`config.mk`:
```
export PLATFORM = sky130hd
export DESIGN_NAME = mio0_outq
export DESIGN_NICKNAME = d
export VERILOG_FILES = /design/src/sv/mio0_pkg.sv /design/src/sv/mio0_outq.sv
export SDC_FILE = /design/constraint.sdc
export NUM_CORES = 1
export LEC_CHECK = 0
export ABC_CLOCK_PERIOD_IN_PS = 1400
export BUFFER_PORTS_ARGS = -buffer_cell sky130_fd_sc_hd__buf_2
export CAP_MARGIN = 20
export CORE_AREA = 3 3 57 59
export DETAILED_ROUTE_END_ITERATION = 8
export DIE_AREA = 0 0 60 62
export GPL_TIMING_DRIVEN = 0
export PLACE_DENSITY_LB_ADDON = 0.05
export SYNTH_ARGS = -nofsm -noshare
export SYNTH_HDL_FRONTEND = slang
export SYNTH_SLANG_ARGS = --single-unit
```
`constraint.sdc`:
```
create_clock -name clock -period 1.4 [get_ports clock]
set_input_delay 0.14 -clock clock [delete_from_list [all_inputs] [get_ports clock]]
set_output_delay 0.14 -clock clock [all_outputs]
set_load 0.1 [all_outputs]
```
`src/sv/mio0_pkg.sv`:
```
// Shared types and constants for the MIO0 LZ decompressor.
// No dependencies; imported by mio0_outq, the top level and the testbench, not by mio0_ram.
package mio0_pkg;

   localparam int HISTORY_DEPTH = 4096;
   localparam int HIST_AW       = $clog2(HISTORY_DEPTH);
   localparam int LEN_BIAS      = 3;
   localparam int RUN_W         = 5;   // holds the longest run, 18
   localparam int COUNT_W       = 32;

   typedef enum logic [1:0] {
      ST_IDLE,
      ST_CHECK,
      ST_RUN
   } state_type;

   typedef enum logic [1:0] {
      ERR_NONE     = 2'd0,
      ERR_OVERRUN  = 2'd1,
      ERR_DISTANCE = 2'd2,
      ERR_LAYOUT   = 2'd3
   } err_type;

   // source of one output byte
   typedef enum logic [1:0] {
      KIND_LIT,
      KIND_HIST,
      KIND_ERR
   } kind_type;

   typedef struct packed {
      logic [7:0] out_byte;
      logic       run_last;
      logic       file_done;
      err_type    error_code;
   } rsp_type;

endpackage

```
`src/sv/mio0_outq.sv`:
```
// Two-entry response queue that decouples the copy pipe from rsp_stall.
// Depends on mio0_pkg (rsp_type).
module mio0_outq import mio0_pkg::*; (
   input  logic       clock,
   input  logic       reset,
   input  logic       push,
   input  rsp_type    push_data,
   input  logic       stall,
   output logic       valid,
   output rsp_type    head,
   output logic [1:0] count
);

   rsp_type    entry_ff [2];
   logic       wr_ptr_ff, wr_ptr_in;
   logic       rd_ptr_ff, rd_ptr_in;
   logic [1:0] count_ff, count_in;
   logic       pop;

   assign valid = (count_ff != 2'd0);
   assign pop   = valid && !stall;
   assign head  = entry_ff[rd_ptr_ff];
   assign count = count_ff;

   always_comb begin
      wr_ptr_in = push ? !wr_ptr_ff : wr_ptr_ff;
      rd_ptr_in = pop  ? !rd_ptr_ff : rd_ptr_ff;
      count_in  = count_ff + {1'b0, push} - {1'b0, pop};
   end

   always_ff @(posedge clock) begin
      if (reset) begin
         wr_ptr_ff <= 1'b0;
         rd_ptr_ff <= 1'b0;
         count_ff  <= 2'd0;
      end else begin
         wr_ptr_ff <= wr_ptr_in;
         rd_ptr_ff <= rd_ptr_in;
         count_ff  <= count_in;
      end
   end

   always_ff @(posedge clock) begin
      if (push) begin
         entry_ff[wr_ptr_ff] <= push_data;
      end
   end

endmodule

```
==> results of run 1 <==
-- final cells by class --
cell class	count	area [µm²]	share of cell area, %
Multi-Input combinational cell	27	342.8	18.73
Clock inverter	1	5.005	0.2734
Tap cell	31	38.79	2.119
Inverter	2	7.507	0.4101
Timing Repair Buffer	48	519.2	28.37
Buffer	1	20.02	1.094
Clock buffer	7	65.06	3.554
Sequential cell	29	832.0	45.45
-- worst max path at each step --
stage	startpoint	to	slack (ns)
final	register	head[10]	-0.08
after global routing	register	head[4]	-0.15
after CTS	register	head[3]	-0.14
after detailed placement	register	head[4]	0.04
after global placement	wr_ptr_ff	entry_ff[0][9]	-0.23
after floorplan	count[0]	count[1]	-0.05
-- cell usage after synthesis --
master / instances / area share, %
and2_1: 1 / 0.57
buf_4: 1 / 0.68
dfxtp_1: 5 / 9.1
edfxtp_1: 24 / 65
ha_1: 2 / 2.3
inv_1: 2 / 0.68
mux2_1: 12 / 12
mux2_2: 2 / 2.0
nor2_1: 3 / 1.0
nor2b_1: 3 / 1.7
o21ba_1: 1 / 0.91
or2_1: 1 / 0.57
xnor2_1: 1 / 0.79
xnor3_1: 1 / 2.0
-- sequential cells by signal, indices dropped and copies added (netlist names), named ones only --
signal,cells
count,2
wr_ptr_ff,1
rd_ptr_ff,1
entry_ff,24
-- layer usage --
metal	vias to the layer above	global-route usage [%]	share of wire, %
met5	-	0	0
met4	0	5.696	1.7
met3	5	7.438	6.0
met2	21	21.30	52
met1	324	12.27	40
li1	328	-	-
-- kinds of logic after synthesis --
logic type	count (synthesis)	synth area share, %
adders and majority gates	2	2.270
xor gates and xnor gates	2	2.838
buffers and inverters	3	1.363
AOI/OAI and AO/OA	1	0.9081
muxes	14	14.30
DFF	29	74.46
and+or+nand+nor	8	3.860
-- critical path, cell delays in order, from the launching register on --
cell and delay, ns:
dfxtp_4 0.39, clkbuf_16 0.15, mux2_4 0.31, buf_12 0.17
-- repair_timing --
item,4_1_cts,5_1_grt
endpoints found under the setup margin,13,13
pin swaps,0,1
endpoints found under the hold margin,20,4
hold buffers,10,2
cloned,0,1
gates resized for setup,52,24
setup buffers,0,4
-- power groups by stage --
stage	Sequential [mW]	Combinational [mW]	Clock (mW)
floorplan	1.32	1.09	0
global placement	1.12	1.47	0
finish	1.11	2.02	0.571
global route	1.13	2.11	0.639
CTS	1.11	1.77	0.585
detailed placement	1.12	1.49	0
-- stage by stage --
stage | cells | utilization [%]
finish | 146 | 66.38
CTS | 139 | 60.25
global route | 146 | 66.38
global placement | 120 | 48.23
floorplan | 59 | -
detailed placement | 121 | 48.64
==> flow_metrics.tcl, run 1 <==
set metrics [dict create \
    internal_power_mw 2.142 \
    antenna_found_initial 0 \
    maxCapViolCount 0 \
    total_power_mw 3.708 \
    drt_iter0_markers 9 \
    crit_required_ns 1.26 \
    critPathKind "register to primary output" \
    cts_tree "yes" \
    port-buffer-count 30 \
    ff2ff_setup_slack_ns 0.05 \
    ant_nets 0 \
    synth_nets 77 \
    swShare_pct 42.23 \
    timing.rr.end "count[1]" \
    tns_ns -0.7434 \
    whs_path_depth 2 \
    critical_path_arrival_ns 1.34 \
    clockRootBuffer "clkbuf_4" \
    design_area_um2 1831 \
    p_comb_share_pct 54.6 \
    clk_latency_ns 0.32 \
    p_per_area_nw_per_um2 2026 \
    worst_slew_pin_slew_ns 0.6141 \
    avgRoutedWirePerCell_um 14.66 \
    min_path_type "input pin to register" \
    min_period_ns 1.477 \
    rows 19 \
    cts.sinks 29 \
    grt_first_pass_wirelength_um 3111 \
    cts_buffers 5 \
    rsz0062_at_grt "true" \
    n_antenna_cell 0 \
    startpoint_type "register" \
    p_sw_mw 1.566 \
    die_area_um2 3720 \
    grt_max_degree 13 \
    timing.final.max_slew_violations 0 \
    synth.distinct_cells 14 \
    fillCellCount 198 \
    placed_cell_area_um2 1341 \
    postSynthRegisterBits 29 \
    hold_end "count[0]" \
    power_frac_seq_pct 30.0 \
    synth_area_um2 1102 \
    violations "negative setup slack" \
    ioPinCount 31 \
    start_util_pct 39.97 \
    dpl.hpwl_um 1226 \
    fin_crit_sh_pct 105.5 \
    setup_slack_ns -0.07737 \
    whs_ns 0.03777 \
    syn_inst 59 \
    areaGrowthSynthToFinish_pct 66.06 \
    dr.pass1.iters 3 \
    p_leak_nw 0.7534 \
    nNetsFinal 132 \
    yosysSeqAreaShare_pct 74.46 \
    fp.dieH_um 62 \
    slew_headroom_pct 59.06 \
    vias 678 \
    final_cell_mix "edfxtp_1 (24), buf_2 (17), buf_12 (13)" \
    hold_viol_final 0 \
    grt_pass1_vias 693 \
    dp_slack_ns 0.04283 \
    clock_path_buffers 2 \
    worstPathMaxFanout 5 \
    die_w_um 60 \
    finalSetupViolations 12 \
    grt_usage_pct 12.52 \
    yosysWarningCount 0 \
    status "finished with violations" \
    grt.overflow.total 0 \
    crit_path_end_kind "primary output" \
    skew_ns 0.006550 \
    place.gp.congestion 0.5972 \
    clkPwrFrac_pct 15.4 \
    drive_gt1_share_pct 56.52 \
    timing.fmax_ghz 0.6769 \
    hp-start "reset" \
    post_drt_via_cell_ratio 4.644 \
    drc 0 \
    routed_wl_um 2140 \
    final_common_cell "edfxtp_1" \
    clkTransAtPathRegs_ns 0.09 \
    vdd_drop_max_v 0.001756 \
    core_area_um2 2758 \
    htreeDepth 2 \
    avgSynthCellArea_um2 18.68 \
    reg2reg_depth 6 \
    reg2reg_from "count[1]" \
]
Power figures use the tool's default switching activity.
==> run 2, diff against run 1 <==
--- a/config.mk
+++ b/config.mk
@@ -6,7 +6,7 @@
 export NUM_CORES = 1
 export LEC_CHECK = 0
 export ABC_CLOCK_PERIOD_IN_PS = 1400
-export BUFFER_PORTS_ARGS = -buffer_cell sky130_fd_sc_hd__buf_2
+export BUFFER_PORTS_ARGS = -buffer_cell sky130_fd_sc_hd__buf_4
 export CAP_MARGIN = 20
 export CORE_AREA = 3 3 57 59
 export DETAILED_ROUTE_END_ITERATION = 8
==> flow_metrics.tcl, run 2 (same netlist as run 1, synthesis figures left out) <==
set metrics [dict create \
    status "finished with violations" \
    violations "negative setup slack" \
    finalSetupViolations 12 \
    timing.fmax_ghz 0.6804 \
    die_area_um2 3720 \
    cts_tree "yes" \
    timing.final.max_slew_violations 0 \
    nNetsFinal 130 \
    skew_ns 0.003235 \
    routed_wl_um 2001 \
    crit_path_end_kind "primary output" \
    reg2reg_from "count[0]" \
    final_common_cell "edfxtp_1" \
    vdd_drop_max_v 0.001805 \
    ant_nets 0 \
    min_path_type "input pin to register" \
    min_period_ns 1.470 \
    areaGrowthSynthToFinish_pct 68.67 \
    clkTransAtPathRegs_ns 0.09 \
    antenna_found_initial 0 \
    htreeDepth 2 \
    p_per_area_nw_per_um2 1983 \
    die_w_um 60 \
    grt.overflow.total 0 \
    fillCellCount 194 \
    reg2reg_depth 6 \
    grt_max_degree 13 \
    maxCapViolCount 0 \
    grt_usage_pct 12.81 \
    ioPinCount 31 \
    clockRootBuffer "clkbuf_4" \
    drive_gt1_share_pct 54.87 \
    fp.dieH_um 62 \
    rsz0062_at_grt "true" \
    rows 19 \
    core_area_um2 2758 \
    hold_end "wr_ptr_ff" \
    final_cell_mix "edfxtp_1 (24), buf_4 (18), dlygate4sd3_1 (13)" \
    clock_path_buffers 2 \
    n_antenna_cell 0 \
    cts_buffers 5 \
    grt_pass1_vias 703 \
    setup_slack_ns -0.06970 \
    avgRoutedWirePerCell_um 13.90 \
    placed_cell_area_um2 1416 \
    critical_path_arrival_ns 1.33 \
    design_area_um2 1859 \
    slew_headroom_pct 59.95 \
    whs_path_depth 3 \
    top_register "entry_ff" \
    clk_latency_ns 0.31 \
    startpoint_type "register" \
    start_util_pct 39.97 \
    dpl.hpwl_um 1246 \
    post_drt_via_cell_ratio 4.646 \
    fin_crit_sh_pct 105.0 \
    port-buffer-count 30 \
    largest_reg_flops 24 \
    crit_required_ns 1.26 \
    total_power_mw 3.687 \
    cts.sinks 29 \
    place.gp.congestion 0.6134 \
    critPathKind "register to primary output" \
    vias 669 \
    p_leak_nw 0.7554 \
    worst_slew_pin_slew_ns 0.6007 \
    dr.pass1.iters 2 \
    ff2ff_setup_slack_ns 0.05 \
    grt_first_pass_wirelength_um 3187 \
    drc 0 \
    hold_viol_final 0 \
    whs_ns 0.1141 \
    hp-start "push" \
    timing.rr.end "count[1]" \
    drt_iter0_markers 14 \
    worstPathMaxFanout 5 \
]
[run 2: cell count changes in the layout (fill, tap and decap cells not counted)]
cell           previous run  this run
buf_8                     0         1
buf_4                     5        18
dlygate4sd3_1            12        13
buf_2                    17         0
buf_6                     1         2
buf_12                   13        12
[run 2: worst max-delay path, stage by stage (launching register included)]
cell and delay (ns):
dfxtp_4 0.38, clkbuf_16 0.15, mux2_4 0.31, buf_12 0.17
[run 2: area by class of cell]
cell class | instances | area (µm²) | share of cell area, %
clock inverter | 1 | 5.005 | 0.2692
multi-input combinational | 27 | 342.8 | 18.44
timing repair buffer | 46 | 553.0 | 29.74
sequential | 29 | 832.0 | 44.75
inverter | 2 | 7.507 | 0.4038
buffer | 1 | 15.01 | 0.8075
tap | 31 | 38.79 | 2.086
clock buffer | 7 | 65.06 | 3.499
[run 2: layer usage]
metal | vias to the layer above | wire (µm) | global-route usage, %
met3 | 2 | 116 | 7.231
met2 | 19 | 1063 | 21.45
li1 | 326 | - | -
met5 | - | 0 | 0
met1 | 322 | 804 | 12.73
met4 | 0 | 16 | 6.646
[run 2: repair_timing]
item                                    4_1_cts  5_1_grt
resized for setup                            39       24
hold buffers                                 13        0
cloned                                        0        1
endpoints found under the setup margin       12       13
hold endpoints to repair                     26        0
setup buffers                                 1        0
[run 2: report_power, final]
group / total [mW] / internal, mW / switching (mW)
Combinational: 2.01 / 0.790 / 1.22
Sequential: 1.12 / 1.05 / 0.0636
Clock: 0.563 / 0.291 / 0.273
Total: 3.69 / 2.13 / 1.55
[run 2: worst max path at each step]
stage / slack [ns] / cells past startpoint / end
after floorplan: -0.05 / 6 / count[1]
after global placement: -0.23 / 1 / entry_ff[0][9]
after detailed placement: 0.06 / 6 / count[1]
after CTS: -0.12 / 3 / head[3]
after global routing: -0.14 / 3 / head[4]
final: -0.07 / 3 / head[4]
[run 2: through the flow]
stage | setup TNS (ns) | utilization (%) | instances | worst slack (ns)
after floorplan | -0.05195 | - | 59 | -0.04755
after global placement | -2.697 | 50.95 | 120 | -0.2252
after detailed placement | 0 | 51.36 | 121 | 0.06124
after CTS | -1.127 | 63.61 | 143 | -0.1167
after global routing | -1.506 | 67.42 | 144 | -0.1389
final | -0.6748 | 67.42 | 144 | -0.06970
==> run 3, diff against run 2 <==
--- a/config.mk
+++ b/config.mk
@@ -8,9 +8,9 @@
 export ABC_CLOCK_PERIOD_IN_PS = 1400
 export BUFFER_PORTS_ARGS = -buffer_cell sky130_fd_sc_hd__buf_4
 export CAP_MARGIN = 20
-export CORE_AREA = 3 3 57 59
+export CORE_AREA = 3 3 63 53
 export DETAILED_ROUTE_END_ITERATION = 8
-export DIE_AREA = 0 0 60 62
+export DIE_AREA = 0 0 66 56
 export GPL_TIMING_DRIVEN = 0
 export PLACE_DENSITY_LB_ADDON = 0.05
 export SYNTH_ARGS = -nofsm -noshare
==> flow_metrics.tcl, run 3 (same netlist as run 1, synthesis figures left out) <==
set metrics [dict create \
    status "finished with violations" \
    violations "negative setup slack" \
    drive_gt1_share_pct 53.57 \
    layoutNonFillerInstCount 150 \
    htreeDepth 2 \
    grt_first_pass_wirelength_um 3174 \
    cp_slowest_cell "dfxtp_4" \
    critPathKind "register to primary output" \
    start_util_pct 40.17 \
    drc 0 \
    n_antenna_cell 0 \
    total_power_mw 3.578 \
    min_path_type "input pin to register" \
    min_period_ns 1.469 \
    vdd_drop_max_v 0.001000 \
    multi_input_area_um2 341.6 \
    final_common_cell "edfxtp_1" \
    timing.rr.end "count[1]" \
    critPathBufInv 2 \
    skew_ns 0.01140 \
    grt_max_degree 13 \
    crit_required_ns 1.26 \
    areaGrowthSynthToFinish_pct 65.27 \
    cts_tree "yes" \
    die_w_um 66 \
    dpl.cell_count 127 \
    cts.sinks 29 \
    setup_slack_ns -0.06872 \
    crit_path_end_kind "primary output" \
    rows 17 \
    clockRootBuffer "clkbuf_4" \
    place.gp.congestion 0.5814 \
    routed_wl_um 2004 \
    grt_pass1_vias 745 \
    avgRoutedWirePerCell_um 13.36 \
    fin_crit_sh_pct 104.9 \
    post_drt_via_cell_ratio 4.433 \
    timing.final.max_slew_violations 0 \
    fillCellCount 198 \
    ant_nets 0 \
    design_area_um2 1822 \
    timing.fmax_ghz 0.6809 \
    maxCapViolCount 0 \
    clk_latency_ns 0.32 \
    clock_path_buffers 2 \
    endpoint "head[4]" \
    dp_slack_ns -0.2165 \
    rsz0062_at_grt "true" \
    grt_usage_pct 12.11 \
    startpoint_type "register" \
    critPathTopFamily "flip-flops" \
    critical_path_depth 3 \
    grt.overflow.total 0 \
    hold_viol_final 0 \
    p_leak_nw 0.7300 \
    cp_cell_sequence "buf_8 -> mux2_4 -> buf_12" \
    core_area_um2 2744 \
    final_cell_mix "edfxtp_1 (24), buf_4 (19), dlygate4sd3_1 (13)" \
    p_per_area_nw_per_um2 1964 \
    reg2reg_depth 6 \
    dpl.hpwl_um 1191 \
    placed_cell_area_um2 1414 \
    antenna_found_initial 0 \
    critPathMaxStageDelay_ns 0.39 \
    ff2ff_setup_slack_ns 0.05 \
    die_area_um2 3696 \
    worst_slew_pin_slew_ns 0.6822 \
    fp.dieH_um 56 \
    register_area_um2 832.0 \
    slew_headroom_pct 54.31 \
    nNetsFinal 129 \
    top_register "entry_ff" \
    critical_path_arrival_ns 1.33 \
    dr.pass1.iters 2 \
    cts_buffers 5 \
    drt_iter0_markers 13 \
    reg2reg_from "count[0]" \
    clkTransAtPathRegs_ns 0.08 \
    largest_reg_flops 24 \
    port-buffer-count 30 \
    ioPinCount 31 \
    vias 665 \
    finalSetupViolations 11 \
    worstPathMaxFanout 5 \
]
[run 3: timing repair]
action                                  in CTS  in global routing
pin swaps                                    0                  0
hold buffers                                13                  0
endpoints found under the setup margin      24                 12
setup buffers                                1                  0
endpoints found under the hold margin       27                  0
gates cloned                                 1                  0
resized for setup                           51                 12
[run 3: metal layers]
metal	vias up	part of all wire [%]	global-route usage [%]	wire length [µm]
met3	7	6.6	4.646	132
met5	-	0	0	0
met4	0	2.5	7.826	50
met2	21	53	20.29	1064
li1	321	-	-	-
met1	316	38	12.40	756
[run 3: worst reg2reg max path, cell delays in order, from the launching register on]
cell     delay [ns]
dfxtp_4        0.36
o21ba_4        0.24
ha_4           0.26
inv_2          0.03
ha_4           0.14
xnor3_1        0.18
nor2_1         0.04
[run 3: power by group]
group,total [mW],internal (mW),switching (mW),leakage (nW)
Combinational,1.95,0.741,1.21,0.429
Clock,0.503,0.247,0.255,0.0326
Sequential,1.12,1.05,0.0671,0.269
[run 3: layout make-up]
type	instances	share of cell area [%]
flip-flops and latches	29	45.67
repair buffers	45	28.50
multi-input cells	27	18.75
clock buffers	8	3.228
well taps	38	2.610
plain buffers	1	0.8242
inverters	2	0.4121
[run 3: stage by stage]
stage	hold WS, ns	utilization (%)	TNS [ns]
floorplan	0.2019	-	-0.05195
global placement	0.3249	51.53	-2.457
detailed placement	0.3277	51.53	-2.594
CTS	0.09495	64.93	-1.082
global route	0.1214	66.39	-1.284
finish	0.1155	66.39	-0.6507
[run 3: worst min path at each step]
stage | start | endpoint | slack, ns | cells past startpoint
2_1_floorplan | reset | count[0] | 0.20 | 1
3_3_place_gp | push_data[0] | entry_ff[0][0] | 0.32 | 1
3_5_place_dp | push_data[2] | entry_ff[0][2] | 0.33 | 1
4_1_cts | push | wr_ptr_ff | 0.09 | 3
5_1_grt | push | wr_ptr_ff | 0.12 | 3
6_report | push | wr_ptr_ff | 0.12 | 3
